<file path="src/tbmma_pkg.sv">
package tbmma_pkg;

	localparam int MAX_COLUMNS = 256;
	localparam int COL_W = $clog2(MAX_COLUMNS);
	localparam int CNT_W = $clog2(MAX_COLUMNS + 1);

	localparam int VAL_W = 24;
	localparam int TIME_W = 32;
	localparam int SUM_W = 64;
	localparam int WGT_W = 48;
	localparam int CTR_W = 40;

	localparam int DIV_NUM_W = 64;
	localparam int DIV_DEN_W = 48;
	localparam int DIV_CNT_W = $clog2(DIV_NUM_W + 1);

	typedef enum logic [1:0] {
		CMD_ADD   = 2'd0,
		CMD_READ  = 2'd1,
		CMD_CLEAR = 2'd2,
		CMD_NOP   = 2'd3
	} cmd_t;

	typedef enum logic [1:0] {
		REG_FROM  = 2'd0,
		REG_TO    = 2'd1,
		REG_COLS  = 2'd2,
		REG_SPARE = 2'd3
	} reg_idx_t;

	typedef enum logic [3:0] {
		ST_IDLE,
		ST_ADD_MUL,
		ST_ADD_DGO,
		ST_ADD_DWAIT,
		ST_ADD_RD,
		ST_ADD_WR,
		ST_RD_RD,
		ST_RD_DAT,
		ST_RD_AWAIT,
		ST_RD_CMUL,
		ST_RD_CGO,
		ST_RD_CWAIT,
		ST_FIN
	} state_t;

	typedef struct packed {
		logic [VAL_W-1:0] low;
		logic [VAL_W-1:0] high;
		logic [SUM_W-1:0] sum;
		logic [WGT_W-1:0] weight;
	} bin_t;

	typedef struct packed {
		logic                 start;
		logic [DIV_NUM_W-1:0] num;
		logic [DIV_DEN_W-1:0] den;
	} div_req_t;

endpackage

</file>
<file path="src/tbmma_div.sv">
module tbmma_div
	import tbmma_pkg::*;
(
	input  logic                 clk,
	input  logic                 arst_n,
	input  div_req_t             req,
	output logic                 done,
	output logic [DIV_NUM_W-1:0] quot
);

	logic                 busy_q;
	logic                 done_q;
	logic [DIV_CNT_W-1:0] cnt_q;
	logic [DIV_NUM_W-1:0] n_q;
	logic [DIV_DEN_W-1:0] d_q;
	logic [DIV_DEN_W-1:0] r_q;
	logic [DIV_DEN_W:0]   trial;
	logic [DIV_DEN_W:0]   diff;
	logic                 ge;

	assign trial = {r_q, n_q[DIV_NUM_W-1]};
	assign diff = trial - {1'b0, d_q};
	assign ge = trial >= {1'b0, d_q};

	always_ff @(posedge clk or negedge arst_n) begin
		if (!arst_n) begin
			busy_q <= 1'b0;
			done_q <= 1'b0;
			cnt_q <= '0;
		end else begin
			done_q <= 1'b0;
			if (req.start) begin
				busy_q <= 1'b1;
				cnt_q <= DIV_CNT_W'(DIV_NUM_W);
			end else if (busy_q) begin
				cnt_q <= cnt_q - 1'b1;
				if (cnt_q == DIV_CNT_W'(1)) begin
					busy_q <= 1'b0;
					done_q <= 1'b1;
				end
			end
		end
	end

	always_ff @(posedge clk) begin
		if (req.start) begin
			n_q <= req.num;
			d_q <= req.den;
			r_q <= '0;
		end else if (busy_q) begin
			r_q <= ge ? diff[DIV_DEN_W-1:0] : trial[DIV_DEN_W-1:0];
			n_q <= {n_q[DIV_NUM_W-2:0], ge};
		end
	end

	assign done = done_q;
	assign quot = n_q;

endmodule

</file>
<file path="config.mk">
export PLATFORM = sky130hd
export DESIGN_NAME = tbmma_div
export DESIGN_NICKNAME = d
export VERILOG_FILES = /design/src/tbmma_pkg.sv /design/src/tbmma_div.sv
export SDC_FILE = /design/constraint.sdc
export NUM_CORES = 1
export LEC_CHECK = 0
export BUFFER_PORTS_ARGS = -buffer_cell sky130_fd_sc_hd__buf_4
export CAP_MARGIN = 20
export CELL_PAD_IN_SITES_DETAIL_PLACEMENT = 1
export CELL_PAD_IN_SITES_GLOBAL_PLACEMENT = 2
export CORE_MARGIN = 2
export CORE_UTILIZATION = 35
export DETAILED_ROUTE_END_ITERATION = 16
export GPL_TIMING_DRIVEN = 0
export HOLD_SLACK_MARGIN = 0.06
export PLACE_DENSITY = 0.78
export RECOVER_POWER = 100
export SYNTH_ARGS = -nofsm -noshare
export SYNTH_HDL_FRONTEND = slang
export SYNTH_SLANG_ARGS = --single-unit
</file>
<file path="constraint.sdc">
create_clock -name clk -period 4 [get_ports clk]
set_input_delay 0.2 -clock clk [delete_from_list [all_inputs] [get_ports clk]]
set_output_delay 0.2 -clock clk [all_outputs]
set_load 0.01 [all_outputs]
</file>
==> results of run 1 <==
-- critical path, stage by stage (launching register included) --
cell,delay [ns]
edfxtp_1,0.33
inv_1,0.04
ha_1,0.26
clkbuf_1,0.35
nand4_1,0.28
or3_1,0.47
a211oi_1,0.60
o21bai_1,0.31
o21ai_0,0.34
mux2_2,0.38
a311oi_1,0.24
-- power breakdown --
part / internal [mW] / leakage [nW] / total [mW] / switching (mW)
clock: 1.06 / 0.308 / 1.86 / 0.792
sequential: 2.28 / 1.65 / 2.60 / 0.316
combinational: 1.54 / 3.41 / 3.88 / 2.34
-- what timing repair did --
item,4_1_cts,5_1_grt
setup buffers,0,0
endpoints found under the hold margin,115,0
hold buffers,107,0
gates resized for setup,0,0
-- cell usage after synthesis (3+ instances only) --
master,count
a211oi_1,14
o211ai_1,4
dfrtp_1,9
a221o_1,9
a311oi_1,30
or2_2,3
o21a_1,8
o21ai_0,32
nand2_1,105
nand2b_1,4
nor2b_1,9
inv_1,64
edfxtp_1,112
and3_1,13
buf_2,14
buf_1,3
ha_1,50
o21bai_1,9
mux2i_1,3
a31oi_1,14
xnor2_1,32
nor2_1,81
or3_1,4
clkbuf_1,33
and2_1,11
nand3_1,15
nand4_1,19
nor3_1,17
a211o_1,4
o31ai_1,5
nand4b_1,3
a21o_1,15
dfxtp_1,48
a21boi_0,4
mux2_2,65
a21oi_1,62
xor2_1,15
-- state kept, by name (all words and copies together) (netlist names) --
register,count
busy_q,1
cnt_q,7
done,1
r_q,48
d_q,48
quot,64
-- layout by cell type, fill, tap and decap left out, types with 18 or more instances in the layout --
master	synthesis	routed
a21oi_1	62	62
a311oi_1	30	30
buf_4	2	67
clkbuf_1	33	101
clkbuf_4	0	48
dfxtp_1	48	48
dlygate4sd3_1	0	107
edfxtp_1	112	112
ha_1	50	50
inv_1	64	64
mux2_2	65	58
nand2_1	105	105
nand4_1	19	19
nor2_1	81	81
nor3_1	17	18
o21ai_0	32	32
xnor2_1	32	32
-- cell families (layout without fill, tap and decap cells) --
group / count (synthesis) / in the layout / synth area share (%)
adder cells (fa/ha/maj): 51 / 51 / 6.556
AO/OA/AOI/OAI: 230 / 230 / 16.34
multiplexers: 68 / 68 / 7.737
AND/OR/NAND/NOR: 297 / 297 / 14.09
XOR/XNOR: 47 / 47 / 4.180
buffers and inverters: 118 / 436 / 4.904
flip-flops: 169 / 169 / 46.19
-- final cells by class --
type                            count  area (um2)  share of cell area (%)
Buffer                             54       242.7                   1.851
Clock buffer                       18       429.2                   3.272
Clock inverter                     13       205.2                   1.564
Inverter                           64       240.2                   1.832
Multi-Input combinational cell    693        4805                   36.63
Sequential cell                   169        4549                   34.68
Tap cell                          378       473.0                   3.606
Timing Repair Buffer              287        2172                   16.56
-- per-stage QoR --
step	hold slack (ns)	setup WS, ns
3_3_place_gp	0.03184	0.002254
6_report	0.07127	0.3020
2_1_floorplan	-0.09559	1.206
5_1_grt	0.06115	0.07640
4_1_cts	0.06166	0.3458
3_5_place_dp	0.03529	0.3575
-- per-layer routing --
layer | up-vias | track usage (%)
met5 | - | 0
met1 | 4266 | 28.57
met3 | 36 | 5.913
met2 | 218 | 41.40
met4 | 0 | 6.138
li1 | 4202 | -
-- final timing paths --
check                      startpoint        to  slack [ns]  depth (start not counted)
min                           req[79]  quot[31]        0.07                          2
max reg2reg                   d_q[28]   r_q[47]        0.30                         10
min reg2reg                    r_q[8]    r_q[9]        0.50                          2
min in group asynchronous      arst_n  cnt_q[5]        0.30                          2
max in group asynchronous      arst_n  cnt_q[0]        3.35                          2
max                           d_q[28]   r_q[47]        0.30                         10
==> results.toml, run 1 <==
[outcome]
status = "finished clean"

[cells_and_area]
drive_gt1_share_pct = 17.95
fin_cells = 1676
n_antenna_cell = 0
nets = 1452
final_util_pct = 47.21
areaGrowthSynthToFinish_pct = 33.18
fin_area_mm2 = 0.01312
fillers = 3165

[routing]
via_per_inst = 5.204
wl_per_cell_um = 19.95
num_vias = 8722
first_iter_violations = 436
ant_nets = 0
routedLengthMet1_mm = 14.61
drc = 0
firstDrtPassIters = 5
drt-total-wl_mm = 33.43
met3_length_mm = 1.574
top_layer_used = "met4"
wl_met2_mm = 16.67

[global_route]
antenna_found_initial = 0
grt_max_degree = 50
grt_pass1_wl_mm = 52.99
grt_pass1_vias = 9627
gr-usage-all-layers_pct = 23.51
overflow = 0

[cts]
ctsRootBufferMaster = "clkbuf_16"
htree_levels = 4
insertion_delay_ns = 0.45
numCtsBuffers = 17
clk_pin_slew_ns = 0.07
cts_tree = "built"
cts_buffer_depth = 2
clock_sinks = 169

[logic_synthesis]
ys_top_cells_by_area = "edfxtp_1 34%, dfxtp_1 9.8%, mux2_2 7.4%"
ys_warn_count = 0
ys_async_sr_fraction_pct = 5.325
ys_ff_latch = 169
synth-edff-count = 112
synthesis.nets = 1146
syn_inst = 980
avgSynthCellArea_um2 = 10.05
yosys.area.top_type = "edfxtp_1"
synth_top_area_share_pct = 34.15
seq_area_frac_synth_pct = 46.19
syn_area_mm2 = 0.009848
ys.flop_type = "edfxtp_1"
ys_types = 66

[floorplan]
start_util_pct = 35.45
die_x_um = 171.7
core-area_mm2 = 0.02778
io_pins = 180
die_y_um = 171.7
die_area_mm2 = 0.02949
placementRows = 61

[sta]
hold_viol_final = 0
layout_min_cycle_time_ns = 3.698
rsz0062_at_grt = "false"
maxSlewViolCount = 0
max_freq_ghz = 0.2704
setup_viol = 0
slew_headroom_pct = 29.93
worst_clock_skew_ns = 0.01093
tightest_slew_ns = 1.051
fin_crit_sh_pct = 92.45
setup-tns-final_ns = 0

[job]
cap_violations = 0

[placement]
hpwlAfterDp_mm = 23.51
io_buffer_count = 179
gp_congestion = 0.8209
post-place-cells = 1538
placed_area_mm2 = 0.01169

[worst_setup_path]
cp-end-kind = "flop"
cp.arrival_ns = 4.06
critical_path_class = "reg2reg"
cp_max_fo = 10
worstSetupStartpointType = "flop"
required_ns = 4.36

[min_path]
hp-class = "in2reg"

[pwr]
total_power_mw = 8.338
peakVddDrop_mv = 0.3190
powerDensity_mw_per_mm2 = 635.7
p_leak_nw = 5.370
Note: power is estimated with default switching activity, not from simulation.
==> inputs of run 2 (changes only) <==
Clock period 4 ns to 3.85 ns, I/O delays scaled along.
==> results.toml, run 2 (synthesized netlist as in run 1, its figures left out) <==
[placement]
hpwlAfterDp_mm = 23.51
io_buffer_count = 179
gp_congestion = 0.8209

[cts]
clock_sinks = 169
ctsRootBufferMaster = "clkbuf_16"
clk_pin_slew_ns = 0.07
htree_levels = 4
numCtsBuffers = 17
cts_tree = "built"
cts_buffer_depth = 2
insertion_delay_ns = 0.45

[worst_setup_path]
cp_max_fo = 10
r2r.worst_path.cells = 13
rr_endpoint = "r_q[25]"
reg2reg_slack_ns = 0.27
critical_path_class = "reg2reg"
crit_top_cell = "inv_1"
reg2reg_from = "d_q[29]"
cpPeakStageDelay_ns = 0.42
required_ns = 4.15
cp-end-kind = "flop"
cp_slowest_cell = "ha_1"
path_cells = "inv_1, ha_1, inv_1, nor3_1, nand4_1, or3_1, o22ai_2, o211ai_2, and2_1, buf_4, clkbuf_2, a31oi_1, a21oi_1"
cp.arrival_ns = 3.88
worstSetupStartpointType = "flop"

[sta]
setup_viol = 0
rsz0062_at_grt = "false"
fin_crit_sh_pct = 92.95
slew_headroom_pct = 30.49
max_freq_ghz = 0.2794
hold_viol_final = 0
maxSlewViolCount = 0
tightest_slew_ns = 1.043
layout_min_cycle_time_ns = 3.578
worst_clock_skew_ns = 0.01262

[routing]
firstDrtPassIters = 4
ant_nets = 0
drt-total-wl_mm = 33.34
wl_per_cell_um = 19.83
drc = 0
via_per_inst = 5.170
num_vias = 8690
first_iter_violations = 454

[job]
cap_violations = 0

[cells_and_area]
regArea_mm2 = 0.004549
final_util_pct = 47.42
nets = 1457
areaGrowthSynthToFinish_pct = 33.78
final_cell_mix = "112 x edfxtp_1, 112 x dlygate4sd3_1, 105 x nand2_1"
multiInputGateArea_mm2 = 0.004816
drive_gt1_share_pct = 18.34
largest_register_ff_count = 64
n_antenna_cell = 0
fillers = 3158

[floorplan]
die_area_mm2 = 0.02949
placementRows = 61
start_util_pct = 35.45
die_y_um = 171.7
io_pins = 180
die_x_um = 171.7
core-area_mm2 = 0.02778

[global_route]
grt_pass1_vias = 9574
grt_max_degree = 50
grt_pass1_wl_mm = 52.77
gr-usage-all-layers_pct = 23.39
antenna_found_initial = 1
overflow = 0

[pwr]
peakVddDrop_mv = 0.3278
p_leak_nw = 5.390
total_power_mw = 8.648
powerDensity_mw_per_mm2 = 656.4

[min_path]
hp-class = "in2reg"
hold_depth = 2
worstHoldStart = "req[81]"
hold_path_end = "quot[33]"

[outcome]
status = "finished clean"
run 2: worst max-delay path by stage:
| stage | end | start | cells after the start | slack (ns) |
|---|---|---|---|---|
| floorplan | r_q[44] | d_q[7] | 11 | 1.06 |
| global placement | quot[10] | req[112] | 4 | -0.14 |
| detailed placement | r_q[47] | d_q[6] | 12 | 0.21 |
| CTS | r_q[47] | d_q[6] | 12 | 0.20 |
| global route | r_q[25] | d_q[29] | 13 | 0.03 |
| finish | r_q[25] | d_q[29] | 13 | 0.27 |
run 2: what timing repair did:
action	in CTS	in global routing
setup buffers	0	0
endpoints found under the hold margin	120	0
hold buffers	112	0
resized for setup	0	1
endpoints found under the setup margin	0	1
run 2: cell type report:
class / instances / share of cell area (%)
Multi-Input combinational cell: 693 / 36.55
Sequential cell: 169 / 34.53
Timing Repair Buffer: 292 / 16.87
Tap cell: 378 / 3.590
Clock buffer: 18 / 3.257
Buffer: 54 / 1.823
Inverter: 64 / 1.823
Clock inverter: 13 / 1.557
run 2: through the flow:
stage	cell area [um2]	hold WS, ns	worst slack (ns)	TNS, ns	std cells
after global placement	11660	0.02434	-0.1402	-8.542	1537
final	13180	0.1031	0.2715	0	1681
after CTS	13440	0.06937	0.1958	0	1681
after floorplan	9848	-0.1031	1.056	0	980
after global routing	13180	0.07531	0.02583	0	1681
after detailed placement	11690	0.02779	0.2075	0	1538
run 2: where the power goes:
part | internal, mW | switching (mW) | leakage [nW]
registers | 2.37 | 0.325 | 1.65
logic | 1.60 | 2.43 | 3.43
clock network | 1.11 | 0.816 | 0.308
total | 5.08 | 3.57 | 5.39
run 2: routing by layer:
layer	part of all wire [%]	wire length, um	vias up	track usage, %
met5	0.033	11	-	0
met2	50	16570	200	40.61
li1	-	-	4206	-
met3	4.8	1596	33	5.983
met4	1.7	555	2	6.357
met1	44	14600	4249	28.74
run 2: worst max-delay path: cells and delay by family (launching register included):
family          cells  cell delay [ns]
simple gates        4             1.25
compound gates      4             0.78
buf+inv             4             0.65
fa+ha+maj           1             0.42
flops               1             0.32
